File: src/rtl/assert_macros.svh
// assertion macros for the rtl top level, mac_rx_frame_filter
// clocked property checks with and without a reset disable
`ifndef ASSERT_MACROS_SVH
`define ASSERT_MACROS_SVH

// check on every rising edge outside reset
`define MRFF_ASSERT(lbl, clk, rst, prop, msg) \
   lbl: assert property (@(posedge clk) disable iff (rst) prop) else $error(msg);

// check on every rising edge, reset included
`define MRFF_ASSERT_ALWAYS(lbl, clk, prop, msg) \
   lbl: assert property (@(posedge clk) prop) else $error(msg);

`endif

File: src/rtl/mrff_pkg.sv
// shared types and constants of the receive frame filter
// no dependencies
`timescale 1ns / 1ps

package mrff_pkg;

   localparam int unsigned MAX_PAYLOAD     = 115;
   localparam int unsigned HEADER_AND_TAIL = 12;

   localparam logic [7:0] LEN_MIN = 8'(HEADER_AND_TAIL);
   localparam logic [7:0] LEN_MAX = 8'(MAX_PAYLOAD + HEADER_AND_TAIL);

   // byte positions counted from the length byte (position 0)
   localparam logic [7:0] POS_LENGTH  = 8'd0;
   localparam logic [7:0] POS_FC      = 8'd1;
   localparam logic [7:0] POS_DEST_HI = 8'd6;
   localparam logic [7:0] POS_DEST_LO = 8'd7;
   localparam logic [7:0] POS_SRC_HI  = 8'd8;
   localparam logic [7:0] POS_SRC_LO  = 8'd9;
   localparam logic [7:0] POS_USER    = 8'd10;

   localparam logic [2:0] FRAME_TYPE_ACK = 3'd2;

   localparam int unsigned RSP_TDATA_W = 32;

   typedef enum logic [2:0] {
      ST_OK   = 3'd0,
      ST_ACK  = 3'd1,
      ST_DEST = 3'd2,
      ST_SRC  = 3'd3,
      ST_LEN  = 3'd4
   } status_type;

   typedef enum logic {
      KIND_PAYLOAD = 1'b0,
      KIND_STATUS  = 1'b1
   } kind_type;

   typedef enum logic {
      CSR_OWN_ADDRESS  = 1'b0,
      CSR_PEER_ADDRESS = 1'b1
   } csr_index_type;

   typedef struct packed {
      kind_type   kind;
      logic [7:0] payload_byte;
      status_type status;
      logic [7:0] user_type;
      logic [6:0] payload_length;
      logic       last;
   } result_type;

endpackage

File: src/rtl/mac_rx_frame_filter.sv
// receive frame address filter, top level
// depends on mrff_pkg, mrff_parse and assert_macros.svh
`timescale 1ns / 1ps
// usage:
//   req_* carries receive fifo bytes, one byte per beat, starting on a length byte.
//   rsp_* carries results: payload bytes of accepted frames (tuser 0) and one
//   status beat per frame (tuser 1, tlast 1) on the frame's final byte.
//   csr_* writes own address (index 0) and peer address (index 1); always ready.
//   write the addresses only while no frame is in progress.
// a result appears on rsp in the cycle after the byte that causes it is accepted.
// throughput: one byte per cycle unless rsp stalls; the frame state update and the address
//   compares fit between the input port and the result register.
// stall: the result register holds while rsp_tready is low; req_tready drops
//   only when that register is full and not being drained.
// rejected frames are consumed to their full length and give only a status beat.
// reset: clears the parser to expect a length byte, empties the result
//   register and loads the default addresses 0x1234 and 0x5678.
`include "assert_macros.svh"

module mac_rx_frame_filter (
   input  logic        clock,
   input  logic        reset,
   input  logic        req_tvalid,
   output logic        req_tready,
   input  logic [7:0]  req_tdata,  // [7:0] rx_byte
   output logic        rsp_tvalid,
   input  logic        rsp_tready,
   output logic [31:0] rsp_tdata,  // [7:0] payload_byte, [10:8] frame_status,
                                   // [18:11] frame_user_type, [25:19] payload_length
   output logic        rsp_tuser,  // [0] item_kind
   output logic        rsp_tlast,
   input  logic        csr_valid,
   output logic        csr_ready,
   input  logic        csr_index,
   input  logic [15:0] csr_data
);

   logic [15:0]          own_address_ff, peer_address_ff;
   logic                 rsp_valid_ff, rsp_valid_in;
   mrff_pkg::result_type rsp_item_ff;
   logic                 step;
   logic                 res_valid;
   mrff_pkg::result_type res;

   assign csr_ready  = 1'b1;
   assign req_tready = !rsp_valid_ff || rsp_tready;
   assign step       = req_tvalid && req_tready;

   always_ff @(posedge clock) begin
      if (reset) begin
         own_address_ff  <= 16'h1234;
         peer_address_ff <= 16'h5678;
      end else if (csr_valid && csr_ready) begin
         unique case (mrff_pkg::csr_index_type'(csr_index))
            mrff_pkg::CSR_OWN_ADDRESS:  own_address_ff  <= csr_data;
            mrff_pkg::CSR_PEER_ADDRESS: peer_address_ff <= csr_data;
            default: ;
         endcase
      end
   end

   mrff_parse u_parse (
      .clock        (clock),
      .reset        (reset),
      .step         (step),
      .rx_byte      (req_tdata),
      .own_address  (own_address_ff),
      .peer_address (peer_address_ff),
      .res_valid    (res_valid),
      .res          (res)
   );

   always_comb begin
      rsp_valid_in = rsp_valid_ff;
      if (step)
         rsp_valid_in = res_valid;
      else if (rsp_tready)
         rsp_valid_in = 1'b0;
   end

   always_ff @(posedge clock) begin
      if (reset)
         rsp_valid_ff <= 1'b0;
      else
         rsp_valid_ff <= rsp_valid_in;
   end

   // result payload
   always_ff @(posedge clock) begin
      if (step && res_valid)
         rsp_item_ff <= res;
   end

   assign rsp_tvalid = rsp_valid_ff;
   assign rsp_tuser  = rsp_item_ff.kind;
   assign rsp_tlast  = rsp_item_ff.last;
   assign rsp_tdata  = {6'd0, rsp_item_ff.payload_length, rsp_item_ff.user_type,
                        rsp_item_ff.status, rsp_item_ff.payload_byte};

   `MRFF_ASSERT_ALWAYS(a_empty_after_reset, clock, $past(reset) |-> !rsp_tvalid, "result beat after reset")
   `MRFF_ASSERT(a_payload_clean, clock, reset, rsp_tvalid && !rsp_tuser |-> rsp_tdata[25:8] == 18'd0 && !rsp_tlast, "payload beat carries status fields")
   `MRFF_ASSERT(a_reject_no_len, clock, reset, rsp_tvalid && rsp_tuser && rsp_tdata[10:8] != 3'd0 |-> rsp_tdata[25:19] == 7'd0, "rejected frame reports payload length")
   `MRFF_ASSERT(a_stall_only_full, clock, reset, !req_tready |-> rsp_tvalid && !rsp_tready, "input stalled without full result register")

endmodule

File: src/rtl/mrff_parse.sv
// per-frame parser state and the per-beat filter decision
// depends on mrff_pkg
`timescale 1ns / 1ps

module mrff_parse (
   input  logic                clock,
   input  logic                reset,
   input  logic                step,
   input  logic [7:0]          rx_byte,
   input  logic [15:0]         own_address,
   input  logic [15:0]         peer_address,
   output logic                res_valid,
   output mrff_pkg::result_type res
);

   logic [7:0]           byte_position_ff, byte_position_in;
   logic [7:0]           frame_length_ff, frame_length_in;
   mrff_pkg::status_type reject_code_ff, reject_code_in;
   logic [7:0]           address_high_byte_ff, address_high_byte_in;
   logic [7:0]           held_user_type_ff, held_user_type_in;
   logic [6:0]           payload_count_ff, payload_count_in;

   logic                 length_ok;
   logic [15:0]          addr;
   logic                 in_payload;
   logic                 is_end;
   mrff_pkg::status_type final_status;

   assign length_ok = (frame_length_ff >= mrff_pkg::LEN_MIN) &&
                      (frame_length_ff <= mrff_pkg::LEN_MAX);
   assign addr = {address_high_byte_ff, rx_byte};
   assign in_payload = (byte_position_ff > mrff_pkg::POS_USER) &&
                       ({1'b0, byte_position_ff} + 9'd2 <= {1'b0, frame_length_ff}) &&
                       length_ok;
   assign is_end = (byte_position_ff >= frame_length_ff);

   always_comb begin
      byte_position_in     = byte_position_ff;
      frame_length_in      = frame_length_ff;
      reject_code_in       = reject_code_ff;
      address_high_byte_in = address_high_byte_ff;
      held_user_type_in    = held_user_type_ff;
      payload_count_in     = payload_count_ff;
      res_valid            = 1'b0;
      res                  = '0;
      final_status         = mrff_pkg::ST_OK;

      if (byte_position_ff == mrff_pkg::POS_LENGTH) begin
         frame_length_in      = rx_byte;
         reject_code_in       = mrff_pkg::ST_OK;
         address_high_byte_in = 8'd0;
         held_user_type_in    = 8'd0;
         payload_count_in     = 7'd0;
         if (rx_byte == 8'd0) begin
            // zero length frame ends on its length byte
            res_valid   = 1'b1;
            res.kind    = mrff_pkg::KIND_STATUS;
            res.status  = mrff_pkg::ST_LEN;
            res.last    = 1'b1;
         end else begin
            byte_position_in = 8'd1;
         end
      end else begin
         if (reject_code_ff == mrff_pkg::ST_OK) begin
            unique case (byte_position_ff)
               mrff_pkg::POS_FC: begin
                  if (rx_byte[2:0] == mrff_pkg::FRAME_TYPE_ACK)
                     reject_code_in = mrff_pkg::ST_ACK;
               end
               mrff_pkg::POS_DEST_HI, mrff_pkg::POS_SRC_HI: begin
                  address_high_byte_in = rx_byte;
               end
               mrff_pkg::POS_DEST_LO: begin
                  if (addr != own_address)
                     reject_code_in = mrff_pkg::ST_DEST;
               end
               mrff_pkg::POS_SRC_LO: begin
                  if (addr != peer_address)
                     reject_code_in = mrff_pkg::ST_SRC;
               end
               mrff_pkg::POS_USER: begin
                  held_user_type_in = rx_byte;
               end
               default: begin
                  if (in_payload) begin
                     res_valid        = 1'b1;
                     res.kind         = mrff_pkg::KIND_PAYLOAD;
                     res.payload_byte = rx_byte;
                     payload_count_in = payload_count_ff + 7'd1;
                  end
               end
            endcase
         end

         if (is_end) begin
            final_status = reject_code_in;
            if (final_status == mrff_pkg::ST_OK && !length_ok)
               final_status = mrff_pkg::ST_LEN;
            res_valid          = 1'b1;
            res                = '0;
            res.kind           = mrff_pkg::KIND_STATUS;
            res.status         = final_status;
            res.user_type      = held_user_type_in;
            res.payload_length = (final_status == mrff_pkg::ST_OK) ? payload_count_in : 7'd0;
            res.last           = 1'b1;
            byte_position_in   = mrff_pkg::POS_LENGTH;
         end else begin
            byte_position_in = byte_position_ff + 8'd1;
         end
      end
   end

   always_ff @(posedge clock) begin
      if (reset) begin
         byte_position_ff     <= '0;
         frame_length_ff      <= '0;
         reject_code_ff       <= mrff_pkg::ST_OK;
         address_high_byte_ff <= '0;
         held_user_type_ff    <= '0;
         payload_count_ff     <= '0;
      end else if (step) begin
         byte_position_ff     <= byte_position_in;
         frame_length_ff      <= frame_length_in;
         reject_code_ff       <= reject_code_in;
         address_high_byte_ff <= address_high_byte_in;
         held_user_type_ff    <= held_user_type_in;
         payload_count_ff     <= payload_count_in;
      end
   end

endmodule

File: config.mk
export PLATFORM = sky130hd
export DESIGN_NAME = mac_rx_frame_filter
export DESIGN_NICKNAME = d
export VERILOG_FILES = /design/src/rtl/mrff_pkg.sv /design/src/rtl/mac_rx_frame_filter.sv /design/src/rtl/mrff_parse.sv
export VERILOG_INCLUDE_DIRS = /design/src /design/src/rtl
export SDC_FILE = /design/constraint.sdc
export NUM_CORES = 1
export LEC_CHECK = 0
export ABC_AREA = 0
export BUFFER_PORTS_ARGS = -buffer_cell sky130_fd_sc_hd__buf_2
export CORE_AREA = 4 4 127 129
export CTS_CLUSTER_DIAMETER = 80
export DETAILED_ROUTE_END_ITERATION = 8
export DIE_AREA = 0 0 131 133
export HOLD_SLACK_MARGIN = 0.15
export PLACE_DENSITY_LB_ADDON = 0.12
export SYNTH_ARGS = -nofsm -noshare
export SYNTH_HDL_FRONTEND = slang
export SYNTH_SLANG_ARGS = --single-unit
File: constraint.sdc
create_clock -name clock -period 9.3 [get_ports clock]
set_input_delay 1.395 -clock clock [delete_from_list [all_inputs] [get_ports clock]]
set_output_delay 1.395 -clock clock [all_outputs]
set_load 0.05 [all_outputs]
Word level (Yosys, flattened, before mapping)
Cells that the tools add are included.

cells by class
  add/subtract/negate cells = 3
  magnitude comparators = 5
  equal/unequal tests = 10
  muxes and demuxes = 40
  bitwise operators = 5
  reductions and logical operators = 27

operators with widths
  operator                                                         count
  2-to-1 mux 8 bit                                                 10
  2-to-1 mux 7 bit                                                 5
  2-to-1 mux 3 bit                                                 11
  inequality test 16 bit                                           2
  2-to-1 mux 28 bit                                                1
  == test 8 x 4 -> 1 bit (second input constant)                   3
  2-to-1 mux 9 bit                                                 2
  == test 8 x 3 -> 1 bit (second input constant)                   2
  zero test 8 bit                                                  2
  2-to-1 mux 1 bit                                                 10
  OR reduction 10 bit                                              1
  adder 8 x 2 -> 9 bit (second input constant)                     1
  less-or-equal comparator 9 x 8 -> 1 bit                          1
  zero test 3 bit                                                  3
  case mux 3 bit (3 select lines)                                  1
  adder 8 x 1 -> 8 bit (second input constant)                     1
  == test 8 x 1 -> 1 bit (second input constant)                   1
  >= comparator 8 x 4 -> 1 bit (second input constant)             1
  >= comparator 8 bit                                              1
  > comparator 8 x 4 -> 1 bit (second input constant)              1
  less-or-equal comparator 8 x 7 -> 1 bit (second input constant)  1
  AND reduction 2 bit                                              4
  adder 7 x 1 -> 7 bit (second input constant)                     1
  logical AND 1 bit                                                6
  10 further kinds                                                 18

storage, ports and cells
  register bits after elaboration = 103
  bits of input ports = 30

Logic depth before layout (Yosys ltp)
Gate-level depths: netlist of the first run.

  word-level depth = 14
  mapped depth = 12
  gate-level depth less buffers = 11

By module
From an unflattened synthesis of the first run, not the netlist that was laid out.

unflattened totals
  cells, all modules = 557
  area total of the unflattened synthesis = 5410.2 µm²

by module, submodules not included
  module               instances  cells each  area each (µm²)
  mrff_parse           1          387         3131.8
  mac_rx_frame_filter  1          170         2278.4

Worst setup path after synthesis of the first run
Ideal clock, no wire load.

  path type = register -> register
  start point = reg u_parse.byte_position_ff[3]
  end point = reg rsp_item_ff (netlist bit rsp_tdata[0]), enable pin
  library setup time = 428 ps
  data arrival time = 3861 ps
  data required time = 8872 ps
  slack = 5011 ps
  stages on the path, launching flop included = 11
  path buffers = 2
  period minus slack after synthesis = 4289 ps
  path through = dfxtp_1 > clkbuf_1 > nand3_1 > xnor2_1 > ha_1 > and4_1 > nor2b_1 > o41ai_1 > nand2_2 > buf_2 > a31oi_1

on the way
  word-level cells in the longest chain between the ends = 10
  elaborated cells between the ends (all ways) = 20

RTL lines
  element                                  RTL line                   source
  start: declaration                       mrff_parse.sv:16           logic [7:0] byte_position_ff, byte_position_in;
  start signal: assignment                 mrff_parse.sv:122          byte_position_ff <= byte_position_in;
  adder 8 x 2 -> 9 bit                     mrff_parse.sv:33           ({1'b0, byte_position_ff} + 9'd2 <= {1'b0, frame_length_ff}) &&
  less-or-equal comparator 9 x 8 -> 1 bit  mrff_parse.sv:33
  logical AND 1 bit                        mrff_parse.sv:32           assign in_payload = (byte_position_ff > mrff_pkg::POS_USER) &&
  logical AND 1 bit                        mrff_parse.sv:33
  2-to-1 mux 1 bit                         mrff_parse.sv:85           if (in_payload) begin
  2-to-1 mux 1 bit                         mrff_parse.sv:65           unique case (byte_position_ff)
  2-to-1 mux 1 bit                         mrff_parse.sv:64           if (reject_code_ff == mrff_pkg::ST_OK) begin
  2-to-1 mux 1 bit                         mrff_parse.sv:95           if (is_end) begin
  2-to-1 mux 1 bit (*)                     mrff_parse.sv:48           if (byte_position_ff == mrff_pkg::POS_LENGTH) begin
  logical AND 1 bit (*)                    mac_rx_frame_filter.sv:90  if (step && res_valid)
  end signal: assignment                   mac_rx_frame_filter.sv:91  rsp_item_ff <= res;
  end: declaration                         mac_rx_frame_filter.sv:40  mrff_pkg::result_type rsp_item_ff;

Mark *: on every way between the ends. The rest lies on a longest branch, timed or not.
A chain may end at the register's enable or synchronous reset.

Final worst setup path of the first run
  start point = reg u_parse.byte_position_ff[3]
  end point = reg rsp_item_ff (netlist bit rsp_tdata[17]), enable pin

Same word-level chain as after synthesis.

==> impl_metrics.csv, run 1 <==
group,metric,value,unit
place,dp_hpwl,9967,µm
timing,rsz0062_at_grt,"false",
clocking,clockBufferDepth,2,
timing,clock.fmax,257.8,MHz
detailed_routing,drc,0,
floorplan,die_h,133,µm
final_layout,final_net_count,661,
final_layout,fillers,1525,
grt,grt_pass1_vias,4033,
setup_path,crit_path_cell_trace,"nand3_1 > xnor2_1 > ha_1 > and4_1 > nor2b_1 > o41ai_1 > nand2_2 > a31oi_2 > buf_4",
logic_synthesis,netlist.area_leader.share,29.10,%
flow_run,cap_violations,0,
logic_synthesis,syn_inst,573,
pwr,powerDensity,169.1,nW/µm²
logic_synthesis,ys_ff_latch,102,
pwr,p_total,0.9881,mW
grt,gr-usage-all-layers,16.09,%
timing,relSlewSlack,18.60,%
logic_synthesis,synthesis.area,5160,µm²
clocking,cts_setup_buffers,0,
timing,finalHoldViolCount,0,
clocking,postCtsHoldBufs,0,
final_layout,drive_gt1_share,14.63,%
grt,grt_pass1_wl,21940,µm
place,gp_congestion,0.8187,
logic_synthesis,syn_area_per_cell,9.005,µm²
timing,finalCriticalPeriod,3.879,ns
clocking,clk_pin_slew,0.07,ns
place,placed_cell_area,5548,µm²
floorplan,ioPinCount,67,
setup_path,setup.worst_path.class,"reg -> reg",
clocking,htreeDepth,3,
final_layout,antenna_cells,0,
setup_path,critPathMaxStageDelay,0.70,ns
grt,grt_max_degree,72,
detailed_routing,vias,4148,
min_path,hold_class,"reg -> reg",
pwr,switchingPower,0.2800,mW
final_layout,fin_area,5842,µm²
run_status,outcome,"complete, no violations",
clocking,cts_resized,0,
timing,holdWs,0.4713,ns
pwr,leakage,2.316,nW
final_layout,areaGrowthSynthToFinish,13.22,%
logic_synthesis,synth_async_sr_flop_share,0,%
setup_path,cp.arrival,3.91,ns
clocking,cts_sinks,102,
pwr,p_sw_share,28.33,%
pwr,p_comb_share,13.0,%
detailed_routing,drtAntennaViolNets,0,
setup_path,cpMaxStageDelayCell,"o41ai_1",
clocking,cts_tree,"built",
final_layout,post-route-util,38.86,%
grt,grt_antenna_before_repair,0,
logic_synthesis,yosysTopAreaCell,"dfxtp_1",
pwr,p_int,0.7081,mW
timing,worst_slew_pin_slew,1.219,ns
setup_path,crit_path_end_kind,"flip-flop",
logic_synthesis,synth-edff-count,27,
timing,tns,0,ns
place,io_buffer_count,59,
logic_synthesis,synth_ff_type,"dfxtp_1",
detailed_routing,drt_wl_total,13650,µm
clocking,cts_root_buf,"clkbuf_16",
logic_synthesis,ys_seq_area_share,44.81,%
logic_synthesis,synth.distinct_cells,57,
pwr,p_seq_share,48.6,%
final_layout,stdcell_count,803,
timing,fin_skew,0.01116,ns
place,place_ws,5.471,ns
timing,finalCritPeriodShare,41.71,%
logic_synthesis,yosysWarningCount,0,
setup_path,crit_path_start_kind,"flip-flop",
detailed_routing,drt_iter0_drc,303,
timing,final_max_slew_viol_count,0,
timing,setup_slack,5.421,ns
grt,grt-ovfl-total,0,
place,place_inst,787,
pwr,clock_power_share,38.4,%
pwr,vdd_drop_max,0.08978,mV
timing,setup_viol,0,
floorplan,dieArea,17420,µm²
logic_synthesis,synth_area_leaders,"dfxtp_1, edfxtp_1, xor2_1, nand2_1, ha_1",
setup_path,cp_max_fo,22,
floorplan,fp-row-count,45,
floorplan,coreArea,15030,µm²
floorplan,die-width,131,µm
detailed_routing,vias_per_cell,5.166,
clocking,clkLatencyLatePin,0.35,ns
floorplan,start_util,34.32,%
clocking,cts_buffers,9,
detailed_routing,wl_per_cell,16.99,µm
detailed_routing,dr.pass1.iters,5,
setup_path,cp.required,9.33,ns
Yosys cell counts (11+ instances only):
library cell,n
inv_1,11
nor4_1,13
clkbuf_1,28
edfxtp_1,27
ha_1,21
nor2_1,51
and3_1,13
nand3b_1,14
nand2_1,97
dfxtp_1,75
a21oi_1,40
a22oi_1,16
xor2_1,42
cell usage in the layout, fill, tap and decap left out, drive strengths merged, types with 2 or more instances in the layout:
cell,count
a2111oi,2
a211oi,4
a21oi,40
a22oi,16
a31o,2
a31oi,6
a41oi,2
and2,7
and3,13
and4,2
buf,62
clkbuf,12
conb,7
dfxtp,75
edfxtp,27
ha,21
inv,14
mux2i,9
nand2,98
nand2b,4
nand3,9
nand3b,14
nand4,8
nor2,53
nor2b,5
nor3,6
nor4,13
o211ai,5
o21a,2
o21ai,7
o21bai,2
or3,5
or4,4
xnor2,4
xor2,42
layout make-up:
| cell class | instances | area (µm²) | share of cell area [%] |
|---|---|---|---|
| Inverter | 11 | 41.29 | 0.7068 |
| Tap cell | 188 | 235.2 | 4.027 |
| Sequential cell | 102 | 2312 | 39.58 |
| Multi-Input combinational cell | 424 | 2641 | 45.21 |
| Clock inverter | 4 | 37.54 | 0.6425 |
| Clock buffer | 12 | 256.5 | 4.391 |
| Timing Repair Buffer | 62 | 317.8 | 5.440 |
power groups by stage:
stage	sequential [mW]	clock, mW	combinational (mW)
after global routing	0.482	0.405	0.141
after detailed placement	0.491	0	0.129
after global placement	0.490	0	0.129
after CTS	0.481	0.391	0.129
final	0.480	0.379	0.129
after floorplan	0.502	0	0.0794
sequential cells by signal, summed over array words and instances, names as in the netlist:
register and cells:
peer_address_ff 16, rsp_tvalid 1, u_parse.payload_count_ff 7, rsp_tuser 1, u_parse.byte_position_ff 8, u_parse.address_high_byte_ff 8
u_parse.frame_length_ff 8, u_parse.reject_code_ff 3, u_parse.held_user_type_ff 8, own_address_ff 16, rsp_tdata 26
final timing paths:
path | cells after the start | slack (ns) | end | startpoint
min reg2reg | 2 | 0.47 | own_address_ff[7] | own_address_ff[7]
min | 2 | 0.47 | own_address_ff[7] | own_address_ff[7]
max | 9 | 5.42 | rsp_tdata[17] | u_parse.byte_position_ff[3]
max reg2reg | 9 | 5.42 | rsp_tdata[17] | u_parse.byte_position_ff[3]
worst max-delay path, delay by kind of cell, from the launching register on:
kind | cells | cell delay, ns
AO/OA/AOI/OAI | 2 | 1.10
XOR/XNOR | 1 | 0.19
adder cells (fa/ha/maj) | 1 | 0.29
buffers and inverters | 1 | 0.36
flip-flops | 1 | 0.63
AND/OR/NAND/NOR | 4 | 0.97
cells by family after synthesis:
| logic type | share of synthesized area [%] |
|---|---|
| mux | 1.746 |
| fa+ha+maj | 5.092 |
| simple gates | 23.42 |
| compound gates | 12.49 |
| other cells | 0.1455 |
| xor+xnor | 7.808 |
| flops | 44.81 |
| buf+inv | 4.486 |
metal layers:
metal | up-vias | GRT usage [%] | share of wire (%)
met5 | - | 0 | 0
met1 | 1940 | 22.91 | 48
met4 | 0 | 5.029 | 1.3
li1 | 2068 | - | -
met2 | 122 | 24.75 | 46
met3 | 18 | 2.665 | 5.3
Note: power is estimated with default switching activity, not from simulation.
==> inputs of run 2 (changes only) <==
Clock period 9.3 ns to 3.2 ns, I/O delays scaled along.
==> impl_metrics.csv, run 2 (synthesis gave the netlist of run 1 again) <==
group,metric,value,unit
timing,relSlewSlack,49.29,%
pwr,leakage,2.388,nW
clocking,cts_tree,"built",
grt,grt-ovfl-total,0,
detailed_routing,vias,4167,
final_layout,final_net_count,674,
final_layout,fillers,1485,
flow_run,cap_violations,0,
floorplan,dieArea,17420,µm²
timing,rsz0062_at_grt,"false",
setup_path,cp.arrival,3.33,ns
final_layout,post-route-util,39.77,%
final_layout,areaGrowthSynthToFinish,15.86,%
clocking,cts_root_buf,"clkbuf_16",
clocking,clockBufferDepth,2,
setup_path,setup.worst_path.class,"reg -> reg",
setup_path,cp_max_fo,14,
detailed_routing,drt_iter0_drc,311,
clocking,cts_sinks,102,
clocking,clkLatencyLatePin,0.35,ns
final_layout,mostFrequentLayoutCell,"nand2_1",
clocking,cts_buffers,9,
place,io_buffer_count,59,
setup_path,crit_path_end_kind,"flip-flop",
timing,fin_skew,0.006222,ns
detailed_routing,drc,0,
timing,final_max_slew_viol_count,0,
place,placed_cell_area,5683,µm²
floorplan,ioPinCount,67,
pwr,vdd_drop_max,0.2395,mV
floorplan,fp-row-count,45,
grt,grt_pass1_wl,22110,µm
pwr,p_total,2.914,mW
timing,tns,0,ns
min_path,hold_class,"in -> reg",
place,place_ws,0.1575,ns
grt,grt_max_degree,62,
timing,clock.fmax,327.4,MHz
detailed_routing,vias_per_cell,5.107,
floorplan,start_util,34.32,%
floorplan,die_h,133,µm
detailed_routing,drt_wl_total,13790,µm
place,gp_congestion,0.8839,
timing,finalHoldViolCount,0,
final_layout,final_cell_mix,"nand2_1, dfxtp_1, buf_2",
timing,setup_slack,0.1455,ns
final_layout,stdcell_count,816,
timing,finalCritPeriodShare,95.45,%
clocking,clk_pin_slew,0.07,ns
final_layout,largest_reg_flops,26,
detailed_routing,drtAntennaViolNets,0,
run_status,outcome,"complete, no violations",
min_path,min_path_cells,3,
floorplan,die-width,131,µm
timing,setup_viol,0,
clocking,htreeDepth,3,
timing,holdWs,0.3514,ns
setup_path,reg2reg_depth,11,
place,place_inst,800,
detailed_routing,wl_per_cell,16.90,µm
final_layout,fin_area,5978,µm²
setup_path,crit_path_start_kind,"flip-flop",
pwr,powerDensity,487.5,nW/µm²
grt,gr-usage-all-layers,16.33,%
setup_path,cp.required,3.48,ns
grt,grt_antenna_before_repair,0,
floorplan,coreArea,15030,µm²
detailed_routing,dr.pass1.iters,5,
place,dp_hpwl,9824,µm
final_layout,drive_gt1_share,16.88,%
grt,grt_pass1_vias,3982,
timing,finalCriticalPeriod,3.055,ns
timing,worst_slew_pin_slew,0.7607,ns
final_layout,antenna_cells,0,
==> run 2: where the power goes <==
group / leakage, nW / switching, mW / internal (mW) / total [mW]
clock: 0.144 / 0.512 / 0.610 / 1.12
sequential: 0.865 / 0.0275 / 1.37 / 1.39
combinational: 1.38 / 0.274 / 0.125 / 0.399
total: 2.39 / 0.814 / 2.10 / 2.91
==> run 2: routing by layer <==
metal	vias up	global-route usage [%]	part of all wire [%]
met3	18	3.593	5.1
met5	-	0	0
li1	2093	-	-
met1	1943	24.04	49
met4	0	4.743	1.4
met2	113	23.79	44
==> run 2: cell type report <==
| type | instances | area [µm²] | share of cell area [%] |
|---|---|---|---|
| flip-flops and latches | 102 | 2313 | 38.70 |
| inverters | 11 | 41.29 | 0.6907 |
| clock inverters | 5 | 57.56 | 0.9627 |
| multi-input cells | 424 | 2670 | 44.66 |
| repair buffers | 75 | 427.9 | 7.158 |
| clock buffers | 11 | 232.7 | 3.893 |
| well taps | 188 | 235.2 | 3.935 |
==> run 2: critical path, cell delays in order, from the launching register on <==
cell and delay, ns:
dfxtp_2 0.37, ha_2 0.21, and3_4 0.19, and3_1 0.19, xor2_1 0.14, ha_1 0.33, and4_1 0.21, a21oi_1 0.11
nor4b_4 0.34, nand2_4 0.16, or4_1 0.54, a31oi_1 0.19
==> run 2: timing repair <==
item	CTS	global route
resized for setup	0	1
hold buffers	0	0
setup buffers	0	0
endpoints found under the setup margin	0	2
==> run 2: path summary, 6_finish.rpt <==
kind / start / end / slack [ns]
worst min register to register: own_address_ff[13] / own_address_ff[13] / 0.47
worst min-delay path: csr_data[9] / peer_address_ff[9] / 0.35
worst max-delay path: u_parse.byte_position_ff[1] / u_parse.payload_count_ff[4] / 0.15
worst max register to register: u_parse.byte_position_ff[1] / u_parse.payload_count_ff[4] / 0.15
==> inputs of run 3 (changes only) <==
Settings changed: REMOVE_ABC_BUFFERS set to 1.
==> impl_metrics.csv, run 3 (synthesis gave the netlist of run 1 again) <==
group,metric,value,unit
final_layout,areaGrowthSynthToFinish,16.32,%
pwr,p_total,2.901,mW
floorplan,fp-row-count,45,
timing,worst_slew_pin_slew,0.7395,ns
pwr,clock_power_share,38.3,%
setup_path,crit_path_cell_trace,"ha_1 > and3_1 > and3_1 > xor2_1 > ha_1 > and4_1 > a21oi_1 > nor4b_4 > nand2_4 > or4_1 > a31oi_1",
setup_path,cpLargestDelayFamily,"simple AND/OR/NAND/NOR gates",
pwr,p_comb_share,13.7,%
pwr,vdd_drop_max,0.2467,mV
detailed_routing,vias_per_cell,5.097,
clocking,clockBufferDepth,2,
timing,setup_slack,0.1507,ns
setup_path,cpMaxStageDelayCell,"or4_1",
clocking,cts_root_buf,"clkbuf_16",
floorplan,start_util,34.32,%
floorplan,die_h,133,µm
detailed_routing,met2_length,6298,µm
detailed_routing,drtAntennaViolNets,0,
setup_path,cp.required,3.47,ns
final_layout,antenna_cells,0,
final_layout,final_net_count,679,
clocking,cts_sinks,102,
place,gp_congestion,0.8378,
clocking,htreeDepth,3,
clocking,cts_buffers,9,
place,placed_cell_area,5673,µm²
timing,fin_skew,0.009735,ns
clocking,cts_tree,"built",
detailed_routing,wl_met3,630,µm
place,dp_hpwl,9848,µm
grt,grt-ovfl-total,0,
detailed_routing,drt-met1-wl,6627,µm
floorplan,dieArea,17420,µm²
timing,final_max_slew_viol_count,0,
setup_path,crit_path_end_kind,"flip-flop",
final_layout,final_cell_mix,"nand2_1, dfxtp_1, buf_2",
timing,rsz0062_at_grt,"false",
detailed_routing,wl_per_cell,16.76,µm
timing,relSlewSlack,50.48,%
setup_path,crit_path_start_kind,"flip-flop",
pwr,leakage,2.412,nW
pwr,switchingPower,0.8046,mW
timing,clock.fmax,327.9,MHz
setup_path,r2r_setup_slack,0.15,ns
timing,setup_viol,0,
detailed_routing,maxUsedRoutingLayer,"met4",
clocking,clk_pin_slew,0.07,ns
timing,finalCritPeriodShare,95.29,%
setup_path,setup.worst_path.class,"reg -> reg",
final_layout,drive_gt1_share,17.06,%
final_layout,largest_reg_flops,26,
detailed_routing,vias,4185,
setup_path,cp_num_buf_inv,0,
clocking,postCtsHoldBufs,0,
grt,grt_max_degree,27,
grt,grt_pass1_vias,4035,
detailed_routing,drt_iter0_drc,312,
place,io_buffer_count,59,
clocking,clkLatencyLatePin,0.35,ns
floorplan,coreArea,15030,µm²
flow_run,cap_violations,0,
timing,finalCriticalPeriod,3.049,ns
run_status,outcome,"complete, no violations",
min_path,hold_path_end,"peer_address_ff[4]",
place,place_ws,0.1109,ns
floorplan,die-width,131,µm
detailed_routing,drc,0,
detailed_routing,dr.pass1.iters,5,
setup_path,rr_endpoint,"u_parse.payload_count_ff[6]",
setup_path,cp_max_fo,8,
setup_path,cp.arrival,3.32,ns
grt,gr-usage-all-layers,16.10,%
grt,grt_antenna_before_repair,0,
setup_path,critPathMaxStageDelay,0.52,ns
min_path,min_path_cells,3,
min_path,min_from,"csr_data[4]",
setup_path,reg2reg_depth,11,
setup_path,reg2reg_from,"u_parse.byte_position_ff[1]",
grt,grt_pass1_wl,21980,µm
detailed_routing,drt_wl_total,13760,µm
pwr,p_seq_share,48.0,%
final_layout,fin_area,6002,µm²
pwr,p_int,2.096,mW
pwr,p_sw_share,27.74,%
min_path,hold_class,"in -> reg",
final_layout,mostFrequentLayoutCell,"nand2_1",
timing,finalHoldViolCount,0,
pwr,powerDensity,483.3,nW/µm²
floorplan,ioPinCount,67,
[run 3: cell count changes in the layout (fill, tap and decap cells not counted), sizes merged]
cell,delta
clkinv,-2
clkinvlp,+1
buf,+5
inv,+1
bufinv,-1
clkbuf,+1
[run 3: how the worst max path moves through the flow]
stage,from,end,slack [ns],cells after the start
2_1_floorplan,u_parse.byte_position_ff[3],rsp_tdata[0],-0.93,8
3_3_place_gp,u_parse.byte_position_ff[1],rsp_tdata[17],0.18,11
3_5_place_dp,u_parse.byte_position_ff[1],rsp_tdata[18],0.11,11
4_1_cts,u_parse.byte_position_ff[1],rsp_tdata[23],0.1,11
5_1_grt,u_parse.byte_position_ff[1],u_parse.payload_count_ff[5],0.02,11
6_report,u_parse.byte_position_ff[1],u_parse.payload_count_ff[6],0.15,11
[run 3: per-layer routing]
layer  vias to the layer above  GRT usage [%]
li1                       2101              -
met1                      1968          22.97
met2                       100          24.49
met3                        16          2.745
met4                         0          5.371
met5                         -              0
[run 3: metrics by stage]
step                TNS [ns]  utilization [%]  instances  hold WS (ns)
detailed placement         0            37.74        802        0.4630
finish                     0            39.93        821        0.3532
floorplan             -25.07                -        537        0.4418
global placement           0            37.74        802        0.4562
CTS                        0            39.76        818        0.3360
global route               0            39.93        821        0.3458
[run 3: cell type report]
cell class	count	area, µm²
fillers	1513	9031
multi-input cells	424	2646
flip-flops and latches	102	2312
repair buffers	80	462.9
clock buffers	12	267.8
well taps	188	235.2
inverters	11	41.29
clock inverters	4	36.28
[run 3: worst min-delay path, delay by kind of cell]
| family | cells | cell delay [ns] |
|---|---|---|
| AND/OR/NAND/NOR | 2 | 0.10 |
| buffers and inverters | 1 | 0.09 |
[run 3: power groups by stage]
stage,logic (mW),registers [mW],clock network (mW)
after floorplan,0.195,1.46,0
after global placement,0.395,1.42,0
after detailed placement,0.399,1.42,0
after CTS,0.400,1.39,1.16
after global routing,0.439,1.40,1.21
final,0.398,1.39,1.11
[run 3: what timing repair did]
| action | in CTS | in global routing |
|---|---|---|
| endpoints found under the setup margin | 0 | 29 |
| resized for setup | 0 | 1 |
| buffers inserted | 0 | 3 |
